`src/hdl/tto_pkg.sv`:
```
// shared types and constants for the terminator / timeout deframer
`timescale 1ns / 1ps
package tto_pkg;

  localparam int MAX_TERMINATOR = 8;
  localparam int MAX_FRAME      = 1048576;

  localparam int BYTE_W    = 8;
  localparam int TLEN_W    = 4;
  localparam int TERM_W    = BYTE_W * MAX_TERMINATOR;
  localparam int TSEL_W    = (MAX_TERMINATOR > 1) ? $clog2(MAX_TERMINATOR) : 1;
  localparam int LEN_W     = 21;
  localparam int TICK_W    = 16;
  localparam int CFG_IDX_W = 2;
  localparam int CFG_W     = 64;

  typedef enum logic [CFG_IDX_W-1:0] {
    CFG_TERM_LEN   = 2'd0,
    CFG_TERM_BYTES = 2'd1,
    CFG_TIMEOUT    = 2'd2
  } cfg_idx_t;

  typedef enum logic {
    ACT_BYTE = 1'b0,
    ACT_TICK = 1'b1
  } action_t;

  typedef enum logic [2:0] {
    KIND_MID     = 3'd0,
    KIND_TERM    = 3'd1,
    KIND_TIMEOUT = 3'd2,
    KIND_ABORT   = 3'd3,
    KIND_PASS    = 3'd4
  } kind_t;

  typedef struct packed {
    logic              action;
    logic [BYTE_W-1:0] rx_byte;
    logic              chunk_end;
  } in_item_t;

  typedef struct packed {
    logic [BYTE_W-1:0] out_byte;
    kind_t             kind;
    logic [LEN_W-1:0]  frame_length;
    logic              chunk_last;
  } out_item_t;

  typedef struct packed {
    logic shift;
    logic clear;
  } cell_ctrl_t;

endpackage

```
`src/hdl/tto_cell.sv`:
```
// one history byte of the terminator compare row
`timescale 1ns / 1ps
module tto_cell (
  input  logic                       clk,
  input  logic                       rst_n,
  input  tto_pkg::cell_ctrl_t        ctrl,
  input  logic [tto_pkg::BYTE_W-1:0] byte_in,
  input  logic [tto_pkg::BYTE_W-1:0] want,
  input  logic                       active,
  output logic [tto_pkg::BYTE_W-1:0] byte_q,
  output logic                       hit
);
  import tto_pkg::*;

  logic [BYTE_W-1:0] byte_r;
  logic [BYTE_W-1:0] byte_nxt;

  always_comb begin
    byte_nxt = byte_r;
    if (ctrl.clear) begin
      byte_nxt = '0;
    end else if (ctrl.shift) begin
      byte_nxt = byte_in;
    end
  end

  always_ff @(posedge clk) begin
    if (!rst_n) begin
      byte_r <= '0;
    end else begin
      byte_r <= byte_nxt;
    end
  end

  // compare against the byte this cell will hold after the shift
  assign hit    = !active || (byte_in == want);
  assign byte_q = byte_r;

endmodule

```
`src/hdl/tto_outbuf.sv`:
```
// output register with one skid entry
`timescale 1ns / 1ps
module tto_outbuf (
  input  logic               clk,
  input  logic               rst_n,
  input  logic               res_valid,
  input  tto_pkg::out_item_t res,
  output logic               space,
  output logic               out_valid,
  input  logic               out_ready,
  output tto_pkg::out_item_t out_data
);
  import tto_pkg::*;

  logic      out_valid_r, out_valid_nxt;
  logic      skid_valid_r, skid_valid_nxt;
  out_item_t out_r, out_nxt;
  out_item_t skid_r, skid_nxt;
  logic      out_fire;

  assign out_fire = out_valid_r && out_ready;

  always_comb begin
    out_valid_nxt  = out_valid_r;
    skid_valid_nxt = skid_valid_r;
    out_nxt        = out_r;
    skid_nxt       = skid_r;
    if (skid_valid_r) begin
      if (out_fire) begin
        out_nxt        = skid_r;
        skid_valid_nxt = 1'b0;
      end
    end else if (!out_valid_r || out_fire) begin
      out_nxt       = res;
      out_valid_nxt = res_valid;
    end else begin
      skid_nxt       = res;
      skid_valid_nxt = res_valid;
    end
  end

  always_ff @(posedge clk) begin
    if (!rst_n) begin
      out_valid_r  <= 1'b0;
      skid_valid_r <= 1'b0;
    end else begin
      out_valid_r  <= out_valid_nxt;
      skid_valid_r <= skid_valid_nxt;
    end
  end

  always_ff @(posedge clk) begin
    out_r  <= out_nxt;
    skid_r <= skid_nxt;
  end

  assign space     = !skid_valid_r;
  assign out_valid = out_valid_r;
  assign out_data  = out_r;

endmodule

```
`src/hdl/terminator_timeout_deframer.sv`:
```
// top level: byte stream deframer cutting on terminator match or idle timeout, aborting overlong frames
// a result is registered into the output register, or into the skid entry while the output register is held
// throughput: one transaction per cycle while the output skid entry is empty
// a result waiting at the output does not stall input; a second waiting result does
// reset: synchronous active-low rst_n clears registers, frame history and counters
// after reset framing is off (pass-through) until the registers are written
`timescale 1ns / 1ps
module terminator_timeout_deframer (
  input  logic                          clk,
  input  logic                          rst_n,
  input  logic                          in_valid,
  output logic                          in_ready,
  input  tto_pkg::in_item_t             in_data,
  output logic                          out_valid,
  input  logic                          out_ready,
  output tto_pkg::out_item_t            out_data,
  input  logic                          cfg_we,
  input  logic [tto_pkg::CFG_IDX_W-1:0] cfg_addr,
  input  logic [tto_pkg::CFG_W-1:0]     cfg_wdata
);
  import tto_pkg::*;

  // configuration registers
  logic [TLEN_W-1:0] term_len_r;
  logic [TERM_W-1:0] term_bytes_r;
  logic [TICK_W-1:0] timeout_r;

  // frame state
  logic [LEN_W-1:0]  count_r, count_nxt;
  logic [TICK_W-1:0] silence_r, silence_nxt;

  logic [BYTE_W-1:0] cell_q   [MAX_TERMINATOR];
  logic [BYTE_W-1:0] cell_d   [MAX_TERMINATOR];
  logic [BYTE_W-1:0] cell_want[MAX_TERMINATOR];
  logic [MAX_TERMINATOR-1:0] cell_hit;
  logic [MAX_TERMINATOR-1:0] cell_act;
  cell_ctrl_t        cell_ctrl;

  logic              accept;
  logic              framing;
  logic              overflow;
  logic              term_hit;
  logic [TLEN_W-1:0] tlen;
  logic [LEN_W-1:0]  count_inc;
  logic [TICK_W-1:0] silence_inc;
  logic              res_valid;
  out_item_t         res;
  logic              space;

  // config writes, indexes beyond the list are dropped
  always_ff @(posedge clk) begin
    if (!rst_n) begin
      term_len_r   <= '0;
      term_bytes_r <= '0;
      timeout_r    <= '0;
    end else if (cfg_we) begin
      unique case (cfg_addr)
        CFG_TERM_LEN:   term_len_r   <= cfg_wdata[TLEN_W-1:0];
        CFG_TERM_BYTES: term_bytes_r <= cfg_wdata[TERM_W-1:0];
        CFG_TIMEOUT:    timeout_r    <= cfg_wdata[TICK_W-1:0];
        default: ;
      endcase
    end
  end

  // oversized terminator length saturates
  assign tlen = (term_len_r > TLEN_W'(MAX_TERMINATOR)) ? TLEN_W'(MAX_TERMINATOR) : term_len_r;

  assign in_ready = space;
  assign accept   = in_valid && in_ready;

  // cell row: newest byte enters cell 0, older bytes move one cell along per framed byte
  // cell j compares against terminator byte tlen-1-j
  genvar j;
  generate
    for (j = 0; j < MAX_TERMINATOR; j++) begin : g_cell
      logic [TLEN_W-1:0] sel;

      if (j == 0) begin : g_head
        assign cell_d[j] = in_data.rx_byte;
      end else begin : g_link
        assign cell_d[j] = cell_q[j-1];
      end

      assign sel         = tlen - TLEN_W'(1) - TLEN_W'(j);
      assign cell_act[j] = TLEN_W'(j) < tlen;
      assign cell_want[j] = term_bytes_r[{sel[TSEL_W-1:0], 3'b000} +: BYTE_W];

      tto_cell u_cell (
        .clk     (clk),
        .rst_n   (rst_n),
        .ctrl    (cell_ctrl),
        .byte_in (cell_d[j]),
        .want    (cell_want[j]),
        .active  (cell_act[j]),
        .byte_q  (cell_q[j]),
        .hit     (cell_hit[j])
      );
    end
  endgenerate

  assign framing     = (tlen != '0) || (timeout_r != '0);
  assign overflow    = count_r >= LEN_W'(MAX_FRAME);
  assign count_inc   = count_r + LEN_W'(1);
  assign silence_inc = (silence_r == '1) ? silence_r : silence_r + TICK_W'(1);
  // match only once the frame holds the whole terminator
  assign term_hit    = (tlen != '0) && (LEN_W'(tlen) <= count_inc) && (&cell_hit);

  always_comb begin
    res_valid       = 1'b0;
    res             = '0;
    res.kind        = KIND_MID;
    count_nxt       = count_r;
    silence_nxt     = silence_r;
    cell_ctrl.shift = 1'b0;
    cell_ctrl.clear = 1'b0;
    if (accept) begin
      priority if (in_data.action == ACT_TICK) begin
        // tick with timeout off leaves everything alone
        if (timeout_r != '0) begin
          silence_nxt = silence_inc;
          if (count_r != '0 && silence_inc >= timeout_r) begin
            res_valid        = 1'b1;
            res.kind         = KIND_TIMEOUT;
            res.frame_length = count_r;
            cell_ctrl.clear  = 1'b1;
          end
        end
      end else if (!framing) begin
        // pass-through, frame state untouched
        res_valid      = 1'b1;
        res.out_byte   = in_data.rx_byte;
        res.kind       = KIND_PASS;
        res.chunk_last = in_data.chunk_end;
      end else if (overflow) begin
        // frame too long: drop it together with this byte
        res_valid        = 1'b1;
        res.out_byte     = in_data.rx_byte;
        res.kind         = KIND_ABORT;
        res.frame_length = LEN_W'(MAX_FRAME);
        cell_ctrl.clear  = 1'b1;
      end else begin
        cell_ctrl.shift  = 1'b1;
        count_nxt        = count_inc;
        silence_nxt      = '0;
        res_valid        = 1'b1;
        res.out_byte     = in_data.rx_byte;
        res.frame_length = count_inc;
        if (term_hit) begin
          res.kind        = KIND_TERM;
          cell_ctrl.clear = 1'b1;
        end else begin
          res.kind = KIND_MID;
        end
      end
      if (cell_ctrl.clear) begin
        count_nxt   = '0;
        silence_nxt = '0;
      end
    end
  end

  always_ff @(posedge clk) begin
    if (!rst_n) begin
      count_r   <= '0;
      silence_r <= '0;
    end else begin
      count_r   <= count_nxt;
      silence_r <= silence_nxt;
    end
  end

  tto_outbuf u_outbuf (
    .clk       (clk),
    .rst_n     (rst_n),
    .res_valid (res_valid),
    .res       (res),
    .space     (space),
    .out_valid (out_valid),
    .out_ready (out_ready),
    .out_data  (out_data)
  );

`ifndef SYNTH
  // frame count never passes the frame limit
  a_count_limit: assert property (@(posedge clk) disable iff (!rst_n)
    count_r <= LEN_W'(MAX_FRAME))
    else $error("frame count above limit");

  // a framed byte always restarts the silence count
  a_byte_clears_silence: assert property (@(posedge clk) disable iff (!rst_n)
    (accept && in_data.action == ACT_BYTE && framing) |=> (silence_r == '0))
    else $error("silence not cleared by framed byte");

  // a terminator cut leaves an empty frame
  a_term_clears_frame: assert property (@(posedge clk) disable iff (!rst_n)
    (accept && res_valid && res.kind == KIND_TERM) |=> (count_r == '0))
    else $error("frame not cleared after terminator");

  // input stalls only while a result is still waiting at the output
  a_stall_reason: assert property (@(posedge clk) disable iff (!rst_n)
    !in_ready |-> (out_valid && !out_ready) || $past(out_valid && !out_ready))
    else $error("input stalled with free output buffer");
`endif

endmodule
```
`config.mk`:
```
export PLATFORM = sky130hd
export DESIGN_NAME = terminator_timeout_deframer
export DESIGN_NICKNAME = d
export VERILOG_FILES = /design/src/hdl/tto_pkg.sv /design/src/hdl/tto_cell.sv /design/src/hdl/tto_outbuf.sv /design/src/hdl/terminator_timeout_deframer.sv
export SDC_FILE = /design/constraint.sdc
export NUM_CORES = 1
export LEC_CHECK = 0
export BUFFER_PORTS_ARGS = -buffer_cell sky130_fd_sc_hd__buf_2
export CAP_MARGIN = 20
export CORE_AREA = 2 2 231 233
export CTS_BUF_LIST = sky130_fd_sc_hd__clkbuf_8
export DETAILED_ROUTE_END_ITERATION = 6
export DIE_AREA = 0 0 233 235
export HOLD_SLACK_MARGIN = 0.05
export PLACE_DENSITY = 0.58
export RECOVER_POWER = 100
export SYNTH_ARGS = -nofsm -noshare
export SYNTH_HDL_FRONTEND = slang
export SYNTH_SLANG_ARGS = --single-unit
export TNS_END_PERCENT = 50
```
`constraint.sdc`:
```
create_clock -name clk -period 4.6 [get_ports clk]
set_input_delay 0.92 -clock clk [delete_from_list [all_inputs] [get_ports clk]]
set_output_delay 0.92 -clock clk [all_outputs]
set_load 0.02 [all_outputs]
```
# Yosys cells after proc, flatten, opt, wreduce, memory -nomap -nowiden
# Cells that the tools add are included.
# word_totals
ff_bits	245
word_cells	153
out_inout_bits	35
# classes
n_reduce_logical	42
n_bitwise	3
n_mux	40
n_addsub	10
shift	8
magnitude_cmp	12
eq_ne	16
# op_table
cell	n
64-bit by 7-bit variable part select with 8-bit output	8
33-bit two-way mux	4
21-bit two-way mux	5
16-bit two-way mux	6
8-bit equality test	8
24-bit two-way mux	2
23-bit two-way mux	2
21-bit by 1-bit adder with 21-bit output (second input constant)	1
21-bit greater-or-equal comparator (second input constant)	1
4-bit by 21-bit less-or-equal comparator with 1-bit output	1
21-bit nonzero test	1
16-bit by 1-bit adder with 16-bit output (second input constant)	1
16-bit equality test (second input constant)	1
16-bit greater-or-equal comparator	1
3-bit by 4-bit less-than comparator with 1-bit output (first input constant)	4
1-bit two-way mux	16
16-bit nonzero test	1
2-bit AND reduction	6
3-bit subtractor (second input constant)	4
1-bit zero test	10
1-bit logical OR	10
1-bit by 4-bit less-than comparator with 1-bit output (first input constant)	2
2-bit by 4-bit less-than comparator with 1-bit output (first input constant)	2
8-bit two-way mux	1
21 further kinds	33

# Longest topological paths before layout
# Gate-level depths: netlist of the first run.
# depth
ltp_word	16
depth_mapped	24
mapped_depth_nobuf	20

# Hierarchy
# A second synthesis of the first run with hierarchy kept.
# hier_totals
hier_cells	1604
hier_area_um2	14285.0
# by_module_without_submodules
module	n_inst	area_per_inst_um2	cells_each	seq_area_each_um2
terminator_timeout_deframer	1	8732.1	1185	2422.3
tto_cell	8	380.4	38	160.2
tto_outbuf	1	2509.9	115	2021.9

# Worst setup path after synthesis of the first run
# OpenSTA, ideal clock, no wires.
# synth_path
path_type	register to register
start	reg silence_r[4]
end	reg count_r[10]
period_less_slack_ns	4.628
required_ns	4.524
setup_time_ns	0.076
slack_ns	-0.028
arrival_time_ns	4.552
stages_incl_launch_ff	21
path_cell_list	dfxtp_1 -> clkbuf_1 -> nand4_1 -> nor3_1 -> and2_1 -> and4_1 -> nand4_1 -> clkbuf_1 -> mux2_2 -> ha_1 -> a21o_1 -> a21o_1 -> a21o_1 -> a21o_1 -> a21o_1 -> a2111oi_1 -> nor4_1 -> o21ai_0 -> clkbuf_1 -> a22oi_1 -> a21boi_0
# synth_between
elab_chain_len	10
word_cells_on_any_way	14
cone_classes	1 x add/sub; 1 x order compare; 3 x eq/ne; 6 x mux; 3 x reduce/logical
# synth_rtl
element	line_no	rtl
start, declared	terminator_timeout_deframer.sv:30	logic [TICK_W-1:0] silence_r, silence_nxt;
start signal, assigned	terminator_timeout_deframer.sv:169	silence_r <= silence_nxt;
16-bit by 1-bit adder with 16-bit output or 16-bit equality test (tied branches)	terminator_timeout_deframer.sv:105	assign silence_inc = (silence_r == '1) ? silence_r : silence_r + TICK_W'(1);
16-bit two-way mux *	terminator_timeout_deframer.sv:105	
16-bit greater-or-equal comparator *	terminator_timeout_deframer.sv:122	if (count_r != '0 && silence_inc >= timeout_r) begin
1-bit logical AND *	terminator_timeout_deframer.sv:122	
1-bit two-way mux *	terminator_timeout_deframer.sv:122	
1-bit two-way mux *	terminator_timeout_deframer.sv:120	if (timeout_r != '0) begin
1-bit two-way mux *	terminator_timeout_deframer.sv:118	priority if (in_data.action == ACT_TICK) begin
1-bit two-way mux *	terminator_timeout_deframer.sv:117	if (accept) begin
2-bit by 1-bit inequality test with 1-bit output (no line) or 2-bit nonzero test (tied branches)	-	
4-bit AND reduction (no line)	-	
end signal, assigned	terminator_timeout_deframer.sv:168	count_r <= count_nxt;
end, declared	terminator_timeout_deframer.sv:29	logic [LEN_W-1:0] count_r, count_nxt;
# Mark *: on every way between the ends. The rest lies on a longest branch, timed or not. The select of a mux whose other input is x is not followed.
# A chain may end at the register's enable or synchronous reset.

# Final worst setup path of the first run
# layout_path
start	reg silence_r[7]
end	reg g_cell[6].u_cell.byte_r[3]
# layout_between
elab_chain_len	10
word_cells_on_any_way	11
cone_classes	1 x add/sub; 1 x order compare; 1 x eq/ne; 6 x mux; 2 x reduce/logical
# layout_rtl
element	line_no	rtl
16-bit by 1-bit adder with 16-bit output or 16-bit equality test (tied branches)	terminator_timeout_deframer.sv:105	
16-bit two-way mux *	terminator_timeout_deframer.sv:105	
16-bit greater-or-equal comparator *	terminator_timeout_deframer.sv:122	
1-bit logical AND *	terminator_timeout_deframer.sv:122	
1-bit two-way mux *	terminator_timeout_deframer.sv:122	
1-bit two-way mux *	terminator_timeout_deframer.sv:120	
1-bit two-way mux *	terminator_timeout_deframer.sv:118	
1-bit two-way mux *	terminator_timeout_deframer.sv:117	
2-bit two-way mux *	terminator_timeout_deframer.sv:117	
2-bit OR reduction (no line) *	-	
end signal, assigned	tto_cell.sv:31	byte_r <= byte_nxt;
end, declared	tto_cell.sv:15	logic [BYTE_W-1:0] byte_r;
# Marks and branches as above.

==> results of run 1 <==
-- Yosys cell counts (19+ instances only) --
master    count
a21o_1       43
nor2b_1      19
o21ai_0      49
clkbuf_1     80
buf_2        34
nor3_1       22
dfxtp_1     179
and3_1       20
a21oi_2      22
a21boi_0    105
edfxtp_1     66
nor2_1       94
a22oi_1      33
xor2_1       37
nand4_1      20
xnor2_1      52
mux2i_1      99
inv_1        35
a21oi_1      80
mux4_2       28
nand2_1     340
nand3_1      58
ha_1         26
-- per-layer routing --
layer,part of all wire (%),up-vias
met2,43,627
met1,46,6972
met5,0,-
met3,8.8,98
li1,-,6665
met4,2.7,0
-- worst max-delay path by stage --
stage / startpoint / end / slack, ps / cells past startpoint
3_5_place_dp: silence_r[6]$_SDFFE_PN0P_ / count_r[6]$_SDFFE_PN0P_ / -20 / 21
5_1_grt: silence_r[7]$_SDFFE_PN0P_ / g_cell[6].u_cell.byte_q[4]$_SDFFE_PP0P_ / -70 / 21
4_1_cts: silence_r[6]$_SDFFE_PN0P_ / count_r[6]$_SDFFE_PN0P_ / 20 / 21
6_report: silence_r[7]$_SDFFE_PN0P_ / g_cell[6].u_cell.byte_q[3]$_SDFFE_PP0P_ / 140 / 21
3_3_place_gp: silence_r[6]$_SDFFE_PN0P_ / count_r[19]$_SDFFE_PN0P_ / 110 / 21
2_1_floorplan: silence_r[4]$_SDFFE_PN0P_ / count_r[10]$_SDFFE_PN0P_ / 130 / 20
-- power groups by stage --
stage               logic (uW)  clock network [uW]  registers [uW]
floorplan                  554                   0            2400
global placement           884                   0            2390
detailed placement         893                   0            2390
CTS                        903                2280            2340
global route              1020                2370            2350
finish                     945                2220            2350
-- layout by cell type (no fill, tap or decap), types with 51 or more instances in the layout --
cell      count
nand2_1     338
dfxtp_1     172
buf_2       115
a21boi_0    105
mux2i_1      99
nor2_1       92
buf_4        80
a21oi_1      78
edfxtp_1     66
nand3_1      58
clkbuf_8     57
xnor2_1      51
-- per-stage QoR --
step / instance area (sq um) / worst slack (ps) / setup TNS (ps) / hold slack (ps) / utilization [%]
finish: 18200 / 140 / 0 / 468 / 34.9
global route: 18200 / -72.3 / -2730 / 488 / 34.9
CTS: 18000 / 19.9 / 0 / 467 / 34.4
detailed placement: 17000 / -20.3 / -20.3 / 463 / 32.5
global placement: 17000 / 109 / 0 / 453 / 32.5
floorplan: 15500 / 132 / 0 / 442 / -
-- worst max-delay path: cells and delay by family (launching register included) --
kind	cells	cell delay (ps)
flops	1	330
compound gates	10	1810
xor+xnor	1	240
simple gates	6	1130
buf+inv	3	600
fa+ha+maj	1	250
-- flip-flops by register name, indices dropped and copies added (netlist names), 4 cells and up --
name                  cells
g_cell.u_cell.byte_q     56
silence_r                16
timeout_r                16
u_outbuf.skid_r          33
count_r                  21
term_bytes_r             64
term_len_r                4
u_outbuf.out_data        33
-- repair_timing --
| action | 4_1_cts | 5_1_grt |
|---|---|---|
| gates cloned | 0 | 3 |
| pin swaps | 0 | 8 |
| setup buffers | 0 | 7 |
| endpoints found under the setup margin | 8 | 132 |
| resized for setup | 3 | 32 |
-- layout make-up --
type / count / area (sq um)
Timing Repair Buffer: 206 / 1370
Antenna cell: 1 / 2.50
Fill cell: 5389 / 34000
Multi-Input combinational cell: 1369 / 9310
Clock inverter: 22 / 173
Sequential cell: 245 / 5570
Inverter: 39 / 153
Clock buffer: 57 / 785
Tap cell: 688 / 861
-- logic make-up (layout without fill, tap and decap cells) --
group,after synthesis,count (layout),share of synthesized area [%]
simple gates,661,661,19.7
buf+inv,175,324,5.19
mux,143,143,11.6
xor+xnor,92,92,5.42
compound gates,447,447,20.1
other cells,0,1,0
fa+ha+maj,26,26,2.10
flops,245,245,35.9
==> summary.txt, run 1 <==
Worst setup path
  • R2r worst-path depth: 21
  • Worst EP required: 5150 ps
  • Worst R2R Setup Slack: 140 ps
  • Setup crit end kind: flip-flop
  • Critical path's largest stage delay: 390 ps
  • Critical Path Start Type: flip-flop
  • Worst path cell trace: nand4_1 -> nor3_2 -> and2_4 -> and4_1 -> nand4_1 -> xnor2_1 -> ha_1 -> nand2b_1 -> a21o_1 -> a21o_1 -> a21o_1 -> a21o_1 -> a21o_1 -> a2111oi_4 -> buf_4 -> o41ai_4 -> a21oi_2 -> buf_4 -> o21ai_4 -> clkbuf_16 -> a21oi_1
  • Most Frequent Cell on Critical Path: a21o_1
  • Reg-to-reg startpoint: silence_r[7]$_SDFFE_PN0P_
  • Slowest-stage cell, CP: a2111oi_4
  • Worst path arrival time: 5010 ps
  • RR Endpoint: g_cell[6].u_cell.byte_q[3]$_SDFFE_PP0P_
  • Crit path max fanout: 23
  • CP Class: reg -> reg

Clock tree
  • Clock Sinks: approximately 250
  • H-tree depth: 2
  • CTS Hold Bufs: 0
  • Clock Tree Buf Depth: 3
  • CTS clock-pin slew for the worst setup and hold paths: 60 ps
  • Clock Latency Late Sink: 630 ps
  • CTS tree: yes
  • Cts bufs inserted: 45
  • CTS root buffer: clkbuf_8

Synth
  • Sequential fraction of the synthesis area: 35.9%
  • Area contributors post-synth: dfxtp_1 (23%), edfxtp_1 (13%), nand2_1 (8.2%)
  • Top FF cell, synth: dfxtp_1
  • Avg Cell Area, Syn: 8.67 sq um
  • Post-synth top area share: 23.1%
  • Synth area leader: dfxtp_1
  • Count of cell types in the netlist: 85
  • Cells after Synth: 1789
  • Post-synth EDFFs: 66
  • #FFs+latches synth: 245
  • Synth warnings: 0
  • Async SR Flop Fraction: 0%
  • Synth Cell Area: 15500 sq um
  • Net Count, Synth: 1896

Layout
  • Layout cells sized above 1: between 20% and 30%
  • Final non-filler cell total: 2627
  • Area grow syn2layout: 17.5%
  • Nets@finish: 2013

Route
  • Via-to-Cell Ratio: 5.47
  • Via count: 14.4k
  • Pre-Repair DR Iteration Count: 5
  • DRC viols: 0
  • Post-Route WL: 52.9 mm
  • Final ANT Viol Nets: 0
  • DR iter-0 viols: ~1.2k
  • Routed length per placed instance: 20.2 um

Placed design
  • RePlAce Congestion: 0.954
  • Number of port buffers: 115
  • Detail Placement HPWL: 39.0 mm
  • DP Cell Count: 2535

Global routing
  • Most Used Layer, Global Route: met2
  • First-pass GRT wire length: slightly above 80 mm
  • GR Layer Usage met1: 27.7%
  • Largest net degree at the start of global routing: 112
  • Initial antenna violation count: 1
  • Grt ovf: 0
  • M2 GR Usage: 27.9%
  • Aggregate global-route resource usage: 18.9%
  • Number of global-route vias before repair: 13.5k
  • Met3 Track Usage GR: 3.47%

Timing
  • Final setup violation count: 0
  • RSZ-0062 raised after global routing: true
  • Fin crit share: 97.0%
  • Slew @ Worst Pin: 892 ps
  • Final Max Slew Viols: 0
  • Slew HR: 40.0%
  • Fin. Hold Viols: 0
  • Final worst path period need: approximately 4500 ps
  • FMAX: 224 MHz
  • Clock skew: 22.5 ps

Power and ir drop
  • Leakage power: 0.00700 uW
  • Reg power frac: 42.6%
  • Max IR drop VDD: 242 uV
  • Clock share of power: about two fifths
  • Power Dens Cells: 303 nW/um^2
  • Combinational power share: 17.1%
  • P_sw: 1630 uW
  • Sw Share: 29.6%
  • Power Total: 5520 uW
  • P_int: 3890 uW

Job
  • Max cap viols: 0

Die
  • Cell row count: 84
  • Die width: about 230 um
  • Core ar.: 52200 sq um
  • Initial Util: 29.7%
  • I/O Pins: 116
  • Die height: 235 um
  • Die area: 54800 sq um

Min path
  • Hold path depth: 2
  • Worst hold endpoint: g_cell[6].u_cell.byte_q[2]$_SDFFE_PP0P_
  • Min-delay src: g_cell[6].u_cell.byte_q[2]$_SDFFE_PP0P_
  • Min-Delay Path Class: reg -> reg

Outcome
  • Status: complete, no violations
Power figures use the tool's default switching activity.
==> run 2, diff against run 1 <==
- PLACE_DENSITY: 0.58 -> 0.46
- RECOVER_POWER: 100 -> 25
==> run 2 against run 1 <==
Effect of this change: the run now ends with max-capacitance violations, max-slew violations left; core utilization down 0.74 points; largest power group unchanged; critical path depth unchanged; critical endpoint is now u_outbuf.out_data[21]$_DFFE_PP_; global-route usage increased by 0.54 points; worst hold slack better by 9.7 ps; clock skew rose by 6.3 ps; power is 4.0% lower; sequential share of layout area increased by 0.64 points; fmax up 3.3%.
==> summary.txt, run 2 (same netlist as run 1, synthesis figures left out) <==
Outcome
  • Status: complete, but fails checks
  • Failing checks: max-capacitance violations, max-slew violations

Layout
  • Max reg flops: 64
  • Nets@finish: 1991
  • Fill cell count: 5466
  • Multi-input logic area: 9240 sq um
  • Layout cells sized above 1: 17.8%
  • Post-Layout Inst Area: 17800 sq um
  • Most common cell after layout, fill and taps aside: nand2_1
  • Top reg by flops: term_bytes_r
  • Most frequent cells in the layout: nand2_1 (339), dfxtp_1 (175), buf_2 (113)
  • Final core occ: 34.2%
  • Area grow syn2layout: 15.0%
  • Register area: 5570 sq um

Die
  • Initial Util: a little under 30%
  • Die height: 235 um
  • Cell row count: 84
  • Die width: 233 um
  • Core ar.: 52200 sq um
  • Die area: ~55000 sq um
  • I/O Pins: 116

Clock tree
  • H-tree depth: 2
  • CTS root buffer: clkbuf_8
  • Clock Sinks: roughly 250
  • Clock Latency Late Sink: 620 ps
  • Cts bufs inserted: 45
  • Clock Tree Buf Depth: 3
  • CTS clock-pin slew for the worst setup and hold paths: around 60 ps
  • CTS Hold Bufs: 0
  • CTS tree: yes

Global routing
  • Largest net degree at the start of global routing: 101
  • Grt ovf: 0
  • First-pass GRT wire length: 82.3 mm
  • Aggregate global-route resource usage: 19.4%
  • Initial antenna violation count: 1
  • Number of global-route vias before repair: between 10k and 15k

Worst setup path
  • Worst EP required: 4980 ps
  • CP Class: reg -> reg
  • Critical Path Start: silence_r[6]$_SDFFE_PN0P_
  • Critical Path Start Type: flip-flop
  • Worst path arrival time: 4700 ps
  • RR Endpoint: u_outbuf.out_data[21]$_DFFE_PP_
  • Crit path to: u_outbuf.out_data[21]$_DFFE_PP_
  • Crit path max fanout: 7
  • Worst R2R Setup Slack: 280 ps
  • Setup crit end kind: flip-flop
  • Reg-to-reg startpoint: silence_r[6]$_SDFFE_PN0P_
  • R2r worst-path depth: 21

Power and ir drop
  • Power Total: about 5300 uW
  • Leakage power: 0.00683 uW
  • Max IR drop VDD: 186 uV
  • Power Dens Cells: 297 nW/um^2

Route
  • Post-Route WL: about 54 mm
  • DRC viols: 0
  • Routed length per placed instance: 20.8 um
  • DR iter-0 viols: 1227
  • Final ANT Viol Nets: 0
  • Pre-Repair DR Iteration Count: 5
  • Via-to-Cell Ratio: between 5 and 6
  • Via count: 14.0k

Timing
  • Worst hold margin: 477 ps
  • Final setup violation count: 0
  • Final worst path period need: approximately 4300 ps
  • Slew HR: -28.3%
  • FMAX: 232 MHz
  • Final Max Slew Viols: 64
  • Fin. Hold Viols: 0
  • Slew @ Worst Pin: approximately 1900 ps
  • Clock skew: 28.8 ps
  • Worst setup margin: between 200 and 300 ps
  • Fin crit share: between 90% and 100%

Placed design
  • Placed cell areas: 16900 sq um
  • Pre-CTS WS: ~73 ps
  • RePlAce Congestion: ~0.9
  • Detail Placement HPWL: about 40 mm
  • Number of port buffers: 115

Min path
  • Min-Delay Path Class: reg -> reg

Job
  • Max cap viols: 2
[run 2: cell types whose count changed in the layout (fill, tap and decap cells not counted), sizes merged]
cell | before | now
buf | 205 | 181
inv | 48 | 57
clkinvlp | 3 | 0
bufinv | 2 | 1
clkinv | 8 | 11
clkbuf | 58 | 53
[run 2: where the power goes]
part / leakage [uW] / total (uW) / internal, uW / switching, uW
clock: 0.000509 / 2040 / 1060 / 979
sequential: 0.00217 / 2350 / 2280 / 69.0
combinational: 0.00416 / 903 / 337 / 565
[run 2: through the flow]
| step | instances | TNS, ps |
|---|---|---|
| 2_1_floorplan | 1789 | 0 |
| 4_1_cts | 2599 | 0 |
| 6_report | 2606 | 0 |
| 5_1_grt | 2606 | -9.40 |
| 3_3_place_gp | 2519 | 0 |
| 3_5_place_dp | 2519 | 0 |
[run 2: area by class of cell]
| cell class | count | share of cell area, % |
|---|---|---|
| Multi-Input combinational cell | 1369 | 51.8 |
| Sequential cell | 245 | 31.2 |
| Timing Repair Buffer | 184 | 6.43 |
| Tap cell | 688 | 4.83 |
| Clock buffer | 50 | 3.86 |
| Clock inverter | 30 | 1.00 |
| Inverter | 39 | 0.835 |
| Antenna cell | 1 | 0.0140 |
[run 2: metal layers]
metal / global-route usage, % / vias to the layer above / wire (um)
met2: 27.9 / 484 / 22800
met5: 0 / - / 0
li1: - / 6610 / -
met4: 4.54 / 0 / 1120
met3: 3.34 / 70 / 3520
met1: 29.8 / 6846 / 26600
[run 2: worst min-delay path by stage]
stage | startpoint | endpoint | cells after the start
2_1_floorplan | g_cell[6].u_cell.byte_q[3]$_SDFFE_PP0P_ | g_cell[6].u_cell.byte_q[3]$_SDFFE_PP0P_ | 2
3_3_place_gp | g_cell[6].u_cell.byte_q[5]$_SDFFE_PP0P_ | g_cell[6].u_cell.byte_q[5]$_SDFFE_PP0P_ | 2
3_5_place_dp | g_cell[6].u_cell.byte_q[4]$_SDFFE_PP0P_ | g_cell[6].u_cell.byte_q[4]$_SDFFE_PP0P_ | 2
4_1_cts | g_cell[6].u_cell.byte_q[4]$_SDFFE_PP0P_ | g_cell[6].u_cell.byte_q[4]$_SDFFE_PP0P_ | 2
5_1_grt | g_cell[6].u_cell.byte_q[4]$_SDFFE_PP0P_ | g_cell[6].u_cell.byte_q[4]$_SDFFE_PP0P_ | 2
6_report | g_cell[6].u_cell.byte_q[4]$_SDFFE_PP0P_ | g_cell[6].u_cell.byte_q[4]$_SDFFE_PP0P_ | 2
[run 2: critical path, stage by stage (launching register included)]
cell,delay (ps)
dfxtp_1,330
nand4_1,140
nor3_2,190
and2_4,190
and4_4,240
nand4_1,200
and4_4,260
nand3_1,100
nor2_1,80
xor2_1,150
ha_1,300
a21o_1,180
a21o_1,160
a21oi_1,130
nand2_1,130
a2111oi_4,350
buf_4,200
nor4_4,70
buf_4,210
o21ai_0,170
a21oi_1,110
a21o_1,180
[run 2: repair_timing]
item	CTS	global route
setup buffers	0	4
endpoints found under the setup margin	0	139
resized for setup	0	32
